File: src/design/abtt_pkg.sv
// Shared types and constants for the array binary tree traversal unit.
// No dependencies; imported by array_binary_tree_traversal_unit.
`timescale 1ns / 1ps
`default_nettype none
package abtt_pkg;

  localparam int TREE_SIZE   = 32;
  localparam int ADDR_W      = $clog2(TREE_SIZE);
  localparam int IDX_W       = 6;
  localparam int CHILD_W     = IDX_W + 1;
  localparam int VAL_W       = 32;
  // Deepest path from slot 0 that stays within the TREE_SIZE slots has six nodes.
  localparam int STACK_DEPTH = 8;
  localparam int SP_IDX_W    = $clog2(STACK_DEPTH);
  localparam int SP_W        = $clog2(STACK_DEPTH + 1);

  localparam logic [VAL_W-1:0] EMPTY_VAL = '1;

  typedef enum logic [2:0] {
    OP_INSERT   = 3'd0,
    OP_PREORDER = 3'd1,
    OP_INORDER  = 3'd2,
    OP_POSTORDR = 3'd3,
    OP_DISPLAY  = 3'd4
  } op_t;

  typedef enum logic [2:0] {
    KIND_DONE       = 3'd0,
    KIND_BAD_INDEX  = 3'd1,
    KIND_NODE       = 3'd2,
    KIND_EMPTY_SLOT = 3'd3,
    KIND_EMPTY_WALK = 3'd4
  } kind_t;

  typedef enum logic [2:0] {
    S_IDLE,
    S_CALL,
    S_CHECK,
    S_RET,
    S_DISP,
    S_FIN
  } state_t;

  // One suspended node of a walk: its slot, its value and whether the
  // left subtree is already done.
  typedef struct packed {
    logic [IDX_W-1:0] idx;
    logic [VAL_W-1:0] val;
    logic             right;
  } frame_t;

endpackage
`default_nettype wire

File: src/design/array_binary_tree_traversal_unit.sv
// Top level of the array binary tree traversal unit: slot store, walk stack
// and sequencer. Depends on abtt_pkg.
`timescale 1ns / 1ps
`default_nettype none
// The unit holds TREE_SIZE signed 32-bit slots (children of slot i at 2i+1
// and 2i+2), all empty (-1) after reset. An input item with tuser = 0 writes
// a slot; 1, 2 and 3 walk the subtree at slot_index in preorder, inorder or
// postorder; 4 lists every slot; codes 5 to 7 are taken and dropped. Each run
// of results ends with tlast. The unit works on one item at a time and drops
// s_tready until the run's last result is queued. One sequencer with a single
// read port on the slot store and a small stack of suspended nodes does all
// the work, stepping through a display one slot at a time and through a walk
// one visited node or empty child probe at a time; all of it stretches while
// the output side stalls. Every result passes through a one-deep holding
// register so that tlast can be set on the final one once the walk is known
// to be over.
module array_binary_tree_traversal_unit
  import abtt_pkg::*;
(
  input  wire logic        clk,
  input  wire logic        rst,
  input  wire logic        s_tvalid,
  output      logic        s_tready,
  input  wire logic [39:0] s_tdata,   // [5:0] slot_index, [37:6] node_value, [39:38] zero
  input  wire logic [2:0]  s_tuser,   // [2:0] op
  output      logic        m_tvalid,
  input  wire logic        m_tready,
  output      logic [39:0] m_tdata,   // [31:0] out_value, [37:32] out_index, [39:38] zero
  output      logic [2:0]  m_tuser,   // [2:0] kind
  output      logic        m_tlast
);

  localparam logic [CHILD_W-1:0] TS_C = CHILD_W'(TREE_SIZE);
  localparam logic [ADDR_W-1:0]  LAST_SLOT = ADDR_W'(TREE_SIZE - 1);

  // Input fields
  logic [IDX_W-1:0] in_idx;
  logic [VAL_W-1:0] in_val;
  op_t              in_op;
  assign in_idx = s_tdata[IDX_W-1:0];
  assign in_val = s_tdata[IDX_W+VAL_W-1:IDX_W];
  assign in_op  = op_t'(s_tuser);

  // Sequencer state
  state_t            state, state_next;
  op_t               order, order_next;
  logic [CHILD_W-1:0] cur_idx, cur_idx_next;
  logic [ADDR_W-1:0] disp_idx, disp_idx_next;

  // Slot store with per-slot valid bits; an unwritten slot reads as empty
  logic [VAL_W-1:0]  mem [TREE_SIZE];
  logic [TREE_SIZE-1:0] vld;
  logic [VAL_W-1:0]  rdata;
  logic              rvalid;
  logic [ADDR_W-1:0] rd_addr;
  logic              mem_we;
  logic [VAL_W-1:0]  rval;
  logic              occ;

  // Walk stack
  frame_t            stk [STACK_DEPTH];
  logic [SP_W-1:0]   sp;
  logic [SP_IDX_W-1:0] top_ptr;
  frame_t            top;
  logic              push, pop, set_right;

  // Holding register and output register
  logic              pend_valid;
  kind_t             pend_kind;
  logic [VAL_W-1:0]  pend_val;
  logic [IDX_W-1:0]  pend_idx;
  kind_t             out_kind;
  logic [VAL_W-1:0]  out_val;
  logic [IDX_W-1:0]  out_idx;
  logic              out_last;
  logic              out_valid;
  logic              out_free;
  logic              emit_ok;

  // Emission request from the sequencer
  logic              emit, fin;
  kind_t             e_kind;
  logic [VAL_W-1:0]  e_val;
  logic [IDX_W-1:0]  e_idx;
  logic              need;

  assign rval    = rvalid ? rdata : EMPTY_VAL;
  assign occ     = (rval != EMPTY_VAL);
  assign top_ptr = SP_IDX_W'(sp - SP_W'(1));
  assign top     = stk[top_ptr];
  assign out_free = !out_valid || m_tready;
  assign emit_ok  = !pend_valid || out_free;

  assign s_tready = (state == S_IDLE);
  assign m_tvalid = out_valid;
  assign m_tdata  = {2'b00, out_idx, out_val};
  assign m_tuser  = out_kind;
  assign m_tlast  = out_last;

  always_ff @(posedge clk) begin
    if (rst) begin
      state <= S_IDLE;
    end else begin
      state <= state_next;
    end
  end

  always_comb begin
    state_next    = state;
    order_next    = order;
    cur_idx_next  = cur_idx;
    disp_idx_next = disp_idx;
    rd_addr       = cur_idx[ADDR_W-1:0];
    mem_we        = 1'b0;
    emit          = 1'b0;
    fin           = 1'b0;
    e_kind        = KIND_NODE;
    e_val         = '0;
    e_idx         = cur_idx[IDX_W-1:0];
    push          = 1'b0;
    pop           = 1'b0;
    set_right     = 1'b0;
    need          = 1'b0;
    case (state)
      S_IDLE: begin
        if (s_tvalid) begin
          case (in_op)
            OP_INSERT: begin
              emit  = 1'b1;
              e_idx = in_idx;
              if ({1'b0, in_idx} >= TS_C) begin
                e_kind = KIND_BAD_INDEX;
              end else begin
                e_kind = KIND_DONE;
                mem_we = 1'b1;
              end
              state_next = S_FIN;
            end
            OP_PREORDER, OP_INORDER, OP_POSTORDR: begin
              order_next   = in_op;
              cur_idx_next = {1'b0, in_idx};
              if ({1'b0, in_idx} >= TS_C) begin
                // root out of range: empty walk
                emit       = 1'b1;
                e_kind     = KIND_EMPTY_WALK;
                e_idx      = in_idx;
                state_next = S_FIN;
              end else begin
                rd_addr    = in_idx[ADDR_W-1:0];
                state_next = S_CHECK;
              end
            end
            OP_DISPLAY: begin
              disp_idx_next = '0;
              rd_addr       = '0;
              state_next    = S_DISP;
            end
            default: begin
              // unknown op: take it and drop it
            end
          endcase
        end
      end
      S_CALL: begin
        if (cur_idx >= TS_C) begin
          state_next = S_RET;
        end else begin
          state_next = S_CHECK;
        end
      end
      S_CHECK: begin
        if (!occ) begin
          if (sp == '0) begin
            emit       = 1'b1;
            e_kind     = KIND_EMPTY_WALK;
            state_next = S_FIN;
          end else begin
            state_next = S_RET;
          end
        end else begin
          need = (order == OP_PREORDER);
          if (!need || emit_ok) begin
            emit         = need;
            e_val        = rval;
            push         = 1'b1;
            cur_idx_next = {cur_idx[IDX_W-1:0], 1'b1};
            state_next   = S_CALL;
          end
        end
      end
      S_RET: begin
        if (sp == '0) begin
          state_next = S_FIN;
        end else if (!top.right) begin
          need = (order == OP_INORDER);
          if (!need || emit_ok) begin
            emit         = need;
            e_val        = top.val;
            e_idx        = top.idx;
            set_right    = 1'b1;
            cur_idx_next = {top.idx, 1'b0} + CHILD_W'(2);
            state_next   = S_CALL;
          end
        end else begin
          need = (order == OP_POSTORDR);
          if (!need || emit_ok) begin
            emit  = need;
            e_val = top.val;
            e_idx = top.idx;
            pop   = 1'b1;
          end
        end
      end
      S_DISP: begin
        rd_addr = disp_idx;
        if (emit_ok) begin
          emit   = 1'b1;
          e_idx  = IDX_W'(disp_idx);
          e_kind = occ ? KIND_NODE : KIND_EMPTY_SLOT;
          e_val  = occ ? rval : '0;
          if (disp_idx == LAST_SLOT) begin
            state_next = S_FIN;
          end else begin
            disp_idx_next = disp_idx + ADDR_W'(1);
            rd_addr       = disp_idx + ADDR_W'(1);
          end
        end
      end
      S_FIN: begin
        if (out_free) begin
          fin        = 1'b1;
          state_next = S_IDLE;
        end
      end
      default: begin
        state_next = S_IDLE;
      end
    endcase
  end

  // Sequencer registers
  always_ff @(posedge clk) begin
    order    <= order_next;
    cur_idx  <= cur_idx_next;
    disp_idx <= disp_idx_next;
  end

  // Slot store: one write port for inserts, one registered read port
  always_ff @(posedge clk) begin
    if (mem_we) begin
      mem[in_idx[ADDR_W-1:0]] <= in_val;
    end
    rdata <= mem[rd_addr];
  end

  always_ff @(posedge clk) begin
    if (rst) begin
      vld    <= '0;
      rvalid <= 1'b0;
    end else begin
      if (mem_we) begin
        vld[in_idx[ADDR_W-1:0]] <= 1'b1;
      end
      rvalid <= vld[rd_addr];
    end
  end

  // Walk stack: push a checked node, flag its left side done, pop it
  always_ff @(posedge clk) begin
    if (push) begin
      stk[sp[SP_IDX_W-1:0]] <= '{idx: cur_idx[IDX_W-1:0], val: rval, right: 1'b0};
    end
    if (set_right) begin
      stk[top_ptr].right <= 1'b1;
    end
  end

  always_ff @(posedge clk) begin
    if (rst) begin
      sp <= '0;
    end else if (push) begin
      sp <= sp + SP_W'(1);
    end else if (pop) begin
      sp <= sp - SP_W'(1);
    end
  end

  // Holding register feeds the output register; the final result of a run
  // leaves with tlast set
  always_ff @(posedge clk) begin
    if (rst) begin
      pend_valid <= 1'b0;
      out_valid  <= 1'b0;
    end else begin
      if (m_tready) begin
        out_valid <= 1'b0;
      end
      if (emit) begin
        pend_valid <= 1'b1;
        if (pend_valid) begin
          out_valid <= 1'b1;
        end
      end else if (fin) begin
        pend_valid <= 1'b0;
        out_valid  <= 1'b1;
      end
    end
  end

  always_ff @(posedge clk) begin
    if (emit) begin
      pend_kind <= e_kind;
      pend_val  <= e_val;
      pend_idx  <= e_idx;
    end
    if ((emit && pend_valid) || fin) begin
      out_kind <= pend_kind;
      out_val  <= pend_val;
      out_idx  <= pend_idx;
      out_last <= fin;
    end
  end

`ifndef ASSERT_OFF
  // Nothing is left in the holding register between runs
  a_idle_empty: assert property (@(posedge clk) disable iff (rst)
    (state == S_IDLE) |-> !pend_valid)
    else $error("holding register busy while idle");

  // Every run reaches its end with a result waiting to take tlast
  a_fin_pending: assert property (@(posedge clk) disable iff (rst)
    (state == S_FIN) |-> pend_valid)
    else $error("run ended without a pending result");

  // The stack never overflows and is empty outside a walk
  a_stack_bound: assert property (@(posedge clk) disable iff (rst)
    (sp <= SP_W'(STACK_DEPTH)) && ((state != S_IDLE) || (sp == '0)))
    else $error("walk stack out of bounds");

  // A released result never overwrites one the sink has not taken
  a_no_overrun: assert property (@(posedge clk) disable iff (rst)
    (out_valid && !m_tready && (emit || fin)) |-> !pend_valid || !out_valid)
    else $error("output register overrun");
`endif

endmodule
`default_nettype wire

File: config.mk
export PLATFORM = sky130hd
export DESIGN_NAME = array_binary_tree_traversal_unit
export DESIGN_NICKNAME = d
export VERILOG_FILES = /design/src/design/abtt_pkg.sv /design/src/design/array_binary_tree_traversal_unit.sv
export SDC_FILE = /design/constraint.sdc
export NUM_CORES = 2
export LEC_CHECK = 0
export ABC_AREA = 1
export ABC_CLOCK_PERIOD_IN_PS = 5280
export BUFFER_PORTS_ARGS = -buffer_cell sky130_fd_sc_hd__clkbuf_2
export CORE_AREA = 3 3 425 427
export DETAILED_ROUTE_END_ITERATION = 7
export DIE_AREA = 0 0 428 430
export PLACE_DENSITY = 0.49
export SLEW_MARGIN = 0
export SYNTH_ARGS = -nofsm -noshare
export SYNTH_HDL_FRONTEND = slang
export SYNTH_SLANG_ARGS = --single-unit
File: constraint.sdc
create_clock -name clk -period 5.28 [get_ports clk]
set_input_delay 1.056 -clock clk [delete_from_list [all_inputs] [get_ports clk]]
set_output_delay 1.056 -clock clk [all_outputs]
set_load 0.05 [all_outputs]
# == After elaboration in Yosys (flattened, before gate mapping) ==
# Memories as Yosys holds them, arrays and structs flattened. A register that Yosys moved wholly into a read port is not among the register bits.
# Cells that the tools add are included.
# classes
n_lt_le_gt_ge,5
eq_ne,29
n_bitwise,1
mux,109
reduce_logical,26
add_sub_neg,4
# ops
cell,n
two-way mux 32 bit,9
one-hot mux 32 bit (3 select lines),1
two-way mux 7 bit,7
two-way mux 3 bit,16
two-way mux 1 bit,45
two-way mux 6 bit,7
two-way mux 39 bit,1
OR reduction 39 bit,1
!= test 32 bit (second input constant),1
OR 32 bit,1
two-way mux 5 bit,6
one-hot mux 5 bit (2 select lines),3
one-hot mux 7 bit (3 select lines),1
equality test 3 x 2 -> 1 bit (second input constant),6
!= test 2 bit (second input constant),9
one-hot mux 3 bit (3 select lines),2
one-hot mux 3 bit (6 select lines),1
one-hot mux 6 bit (3 select lines),1
AND reduction 8 bit,2
< comparator 5 x 6 -> 1 bit (second input constant),2
one-hot mux 6 bit (2 select lines),1
equality test 3 x 1 -> 1 bit (second input constant),3
equality test 3 bit (second input constant),3
!= test 3 bit (second input constant),3
other kinds (26),42
# totals
memories,2
input_bits,47
mem_bits_rw,1336
ff_bits,140
output_inout_bits,46
wordCells,192
# memory_table
memory,depth,width,read_ports,rd_clocked_by_memory_dff,wr,line,rtl
mem,32,32,1,1,1,array_binary_tree_traversal_unit.sv:51,logic [VAL_W-1:0] mem [TREE_SIZE];
stk,8,39,1,0,1,array_binary_tree_traversal_unit.sv:61,frame_t stk [STACK_DEPTH];

# == Logic depth before layout (Yosys ltp) ==
# logic_depth
ltp_word,12
ltp_mapped,19
mapped_depth_nobuf,16

# == Worst setup path before layout ==
# No wires, ideal clock.
# synth_timing
path_kind,reg2reg
start,reg sp[0]
end,"reg out_last (netlist: m_tlast), enable pin"
period_less_slack_ns,5.430
path_buffers,3
setup_slack_ns,-0.150
required_time_ns,4.880
arrival_time_ns,5.030
setup_ns,0.400
path_stages_with_launch,12
cell_sequence,dfxtp_1 inv_1 clkbuf_1 clkbuf_1 clkbuf_1 ha_1 nand3_1 inv_1 nor2_1 o21bai_1 nand2_1 nand2_1
# synth_between
elab_chain_len,7
word_cells_on_any_way,10
classes_between,add/sub: 1; mux: 5; reduce/logical: 3; memory: 1
# synth_rtl
element,line,rtl
"start, declared",array_binary_tree_traversal_unit.sv:62,logic [SP_W-1:0] sp;
"start signal, assigned",array_binary_tree_traversal_unit.sv:282,sp <= sp + SP_W'(1);
"start signal, assigned",array_binary_tree_traversal_unit.sv:284,sp <= sp - SP_W'(1);
subtractor 4 x 1 -> 4 bit,--,
memory read (8 x 39 bit),--,
two-way mux 1 bit,array_binary_tree_traversal_unit.sv:194,end else if (!top.right) begin
two-way mux 1 bit,array_binary_tree_traversal_unit.sv:192,if (sp == '0) begin
one-hot mux 1 bit (4 select lines) *,array_binary_tree_traversal_unit.sv:124,case (state)
named net emit,array_binary_tree_traversal_unit.sv:81,"logic emit, fin;"
logical AND 1 bit *,array_binary_tree_traversal_unit.sv:316,if ((emit && pend_valid) || fin) begin
logical OR 1 bit *,array_binary_tree_traversal_unit.sv:316,
"end signal, assigned",array_binary_tree_traversal_unit.sv:320,out_last <= fin;
"end, declared",array_binary_tree_traversal_unit.sv:75,logic out_last;
# Mark *: on every way through the listed nets, which the timed path passes. The rest lies on a longest branch.
# A chain may end at the register's enable or synchronous reset.

# == Worst setup path after layout ==
# layout_timing
start,reg sp[1]
end,"mem stk[4][12] (netlist bit), enable pin"
# layout_between
elab_chain_len,9
word_cells_on_any_way,11
classes_between,add/sub: 1; mux: 7; reduce/logical: 2; memory: 1
# layout_rtl
element,line,rtl
subtractor 4 x 1 -> 4 bit,--,
memory read (8 x 39 bit),--,
two-way mux 1 bit,array_binary_tree_traversal_unit.sv:194,
two-way mux 1 bit,array_binary_tree_traversal_unit.sv:192,
two-way mux 1 bit,array_binary_tree_traversal_unit.sv:124,
two-way mux 1 bit,array_binary_tree_traversal_unit.sv:273,if (set_right) begin
two-way mux 1 bit (not written as such),array_binary_tree_traversal_unit.sv:274,stk[top_ptr].right <= 1'b1;
OR reduction 39 bit (no line),--,
two-way mux 3 bit (no line) / two-way mux 2 bit (equally long branches),--,
"end, declared",array_binary_tree_traversal_unit.sv:61,
# Parallel ways exist; a longest one is shown, timed or not.

==> metrics.cfg <==
[run_status]
status = completed

[yosys]
synth_flop_cell = edfxtp_1
yosysSeqAreaShare_pct = 71.9
synth.most_common_cell = edfxtp_1
synth-edff-count = 1434
ys_ff_latch = 1508
synth_top_area_cell = edfxtp_1
yosys_warnings = 0
synth.top_cell.area_share_pct = 69.5
async_flop_share_pct = 0
yosysUniqueCellTypes = 47
synth_common_cells = edfxtp_1 (1,434), nand2_1 (1,015), inv_1 (604)
netlist_area_sq_um = 61900
avgSynthCellArea_sq_um = 11.9
synth_area_leaders = edfxtp_1 (70%), nand2_1 (6.2%), o211ai_1 (3.9%), nand3_1 (3.7%), inv_1 (3.7%)
postSynthCellCount = 5213

[layout]
drive_gt1_share_pct = 9.65
fin_nets = 5338
fill_cells = 16805
syn2layout_area_growth_pct = 14.3
final_cells = 7764
final_util_pct = 40.1

[timing]
finalClockSkew_ns = 0.0334
tightest_slew_ns = 1.12
min_period_over_period_pct = 72.8
rsz0062_at_grt = no
period_minus_slack_ns = 3.85
fmax_ghz = 0.260
final-hold-violation-count = 0
finalSetupTns_ns = 0
final_max_slew_viol_count = 0
setup_violations = 0
slew_headroom_pct = 25.6
setup_ws_ns = 1.43

[clocking]
cts_max_level = 4
cts-resized-gates = 0
tritoncts = yes
hold_buffers = 0
path_clk_slew_ns = 0.06
cts_sinks = 1508
clockBufferDepth = 3
clk_latency_ns = 0.79
root_buffer = clkbuf_16
cts_buffers = 165
post-cts-setup-buffers = 0

[power_and_ir_drop]
powerDensity_nw_per_um2 = 564
clkPwrFrac_pct = 27.7
p_seq_share_pct = 35.6
ir_drop_v = 0.000439
pwr-share-comb_pct = 36.8
p_leak_nw = 25.3
p_sw_mw = 15.5
sw_frac_of_total_pct = 38.9
p_int_mw = 24.4

[setup_path]
crit_path_max_incr_delay_ns = 0.76
crit_family = simple AND/OR/NAND/NOR gates
crit_path_end = stk[4][12]$_DFFE_PP_
cp-startpoint = sp[1]$_SDFFE_PP0P_
r2r-start = sp[1]$_SDFFE_PP0P_
setup.worst_path.class = flip-flop to flip-flop
cp_cell_sequence = inv_1 -> ha_2 -> nand3_1 -> nand3_1 -> nand2_2 -> nor2_2 -> inv_2 -> nor2_8 -> nand2_1 -> o21ai_2 -> inv_2 -> nor2_1 -> nand2_1 -> nor2_4 -> buf_12
slowest_stage = ha_2
start_kind = flip-flop
crit_fanout = 32
reg2reg_to = stk[4][12]$_DFFE_PP_
worst_setup_path_end_kind = flip-flop
ff2ff_setup_slack_ns = 1.43
cp.depth = 15
required_ns = 5.75
cp_data_arrival_time_ns = 4.31
worst-r2r-cell-count = 15
cp_num_buf_inv = 4

[place]
dp.cells = 7460
pre_cts_slack_ns = 1.17
place_congestion = 0.848
io_buffers = 88
dpl.hpwl_um = 93700

[global_routing]
grt_pass1_vias = 36974
grt_overflow = 0
grt_pass1_wl_um = 257000
grt_max_degree = 181
antenna_found_initial = 15
grt_use_total_pct = 18.8

[drt]
drt_pass1_iterations = 5
drtAntennaViolNets = 0
totalWireLength_um = 175000
drt_iter0_drc = 3662
viasPerCell = 5.04
wire_per_inst_um = 22.5
drcViolationCount = 0
num_vias = 39116

[min_path]
hp-start = pend_val[10]$_DFFE_PP_
hp-class = flip-flop to flip-flop

[die]
chipHeight_um = 430
initial_core_util_pct = 35.1
row_count = 154
die_width_um = 428
die_area_sq_um = 184000
fp.coreArea_sq_um = 176000
io_pins = 93

[job]
drv_cap = 0

## through the flow
step	power (mW)	hold slack [ns]	cell area [sq um]
final	39.9	0.395	70800
after global routing	42.4	0.410	70800
after CTS	40.4	0.379	70800
after detailed placement	29.2	0.405	65600
after global placement	29.2	0.403	65600
after floorplan	24.1	0.400	62000
## flip-flops by register name (all words and copies together), names as in the netlist, 3 cells and up
register and flops:
rdata 32, stk 312, pend_kind 3, vld 32, pend_idx 6, state 3
out_idx 6, disp_idx 5, sp 4, order 3, m_tuser 3, mem 1024
cur_idx 7, out_val 32, pend_val 32
## cells by family after synthesis
kind of cell	synth area share, %
compound gates	8.83
mux	0.0162
other cells	0.00605
flops	71.9
xor+xnor	0.137
simple gates	12.8
fa+ha+maj	0.0808
buf+inv	6.22
## layout by cell type (no fill, tap or decap), drive strengths merged, types with 10 or more instances in the layout
cell | Yosys | layout
inv | 619 | 626
o211ai | 321 | 321
dfxtp | 74 | 74
clkinv | 0 | 55
buf | 192 | 122
nor4 | 10 | 10
nand3 | 459 | 459
o21ai | 417 | 417
o221ai | 66 | 66
clkbuf | 112 | 312
o22ai | 13 | 13
nand4 | 15 | 15
a21oi | 28 | 28
nor2 | 390 | 390
nand2 | 1022 | 1022
edfxtp | 1434 | 1434
## cell type report
type	count	area [sq um]	share of cell area [%]
Sequential cell	1508	44500	62.9
Multi-Input combinational cell	2783	13900	19.7
Clock buffer	224	4430	6.26
Tap cell	2340	2930	4.14
Inverter	619	2330	3.30
Timing Repair Buffer	210	1870	2.64
Clock inverter	73	732	1.03
Antenna cell	7	17.5	0.0247
## per-layer routing
layer  share of wire, %  up-vias  GRT usage [%]
li1                   -    18476              -
met1                 46    19378           26.3
met2                 47     1020           30.6
met3                5.7      232           3.32
met4                1.9       10           4.34
met5              0.033        -              0
## power by group through the flow
| stage | Clock (mW) | Sequential, mW | Combinational, mW |
|---|---|---|---|
| finish | 11.1 | 14.2 | 14.7 |
| global route | 11.8 | 14.2 | 16.3 |
| CTS | 11.3 | 14.2 | 14.8 |
| detailed placement | 0 | 14.5 | 14.8 |
| global placement | 0 | 14.4 | 14.7 |
| floorplan | 0 | 14.5 | 9.62 |
## worst min path at each step
stage	end	slack (ns)	depth (start not counted)
3_3_place_gp	out_val[5]$_DFFE_PP_	0.40	0
2_1_floorplan	m_tuser[0]$_DFFE_PP_	0.40	0
6_report	out_val[10]$_DFFE_PP_	0.39	0
4_1_cts	out_val[10]$_DFFE_PP_	0.38	0
3_5_place_dp	out_val[10]$_DFFE_PP_	0.40	0
5_1_grt	out_val[10]$_DFFE_PP_	0.41	0
No activity file was read; power rests on OpenSTA's default activity.
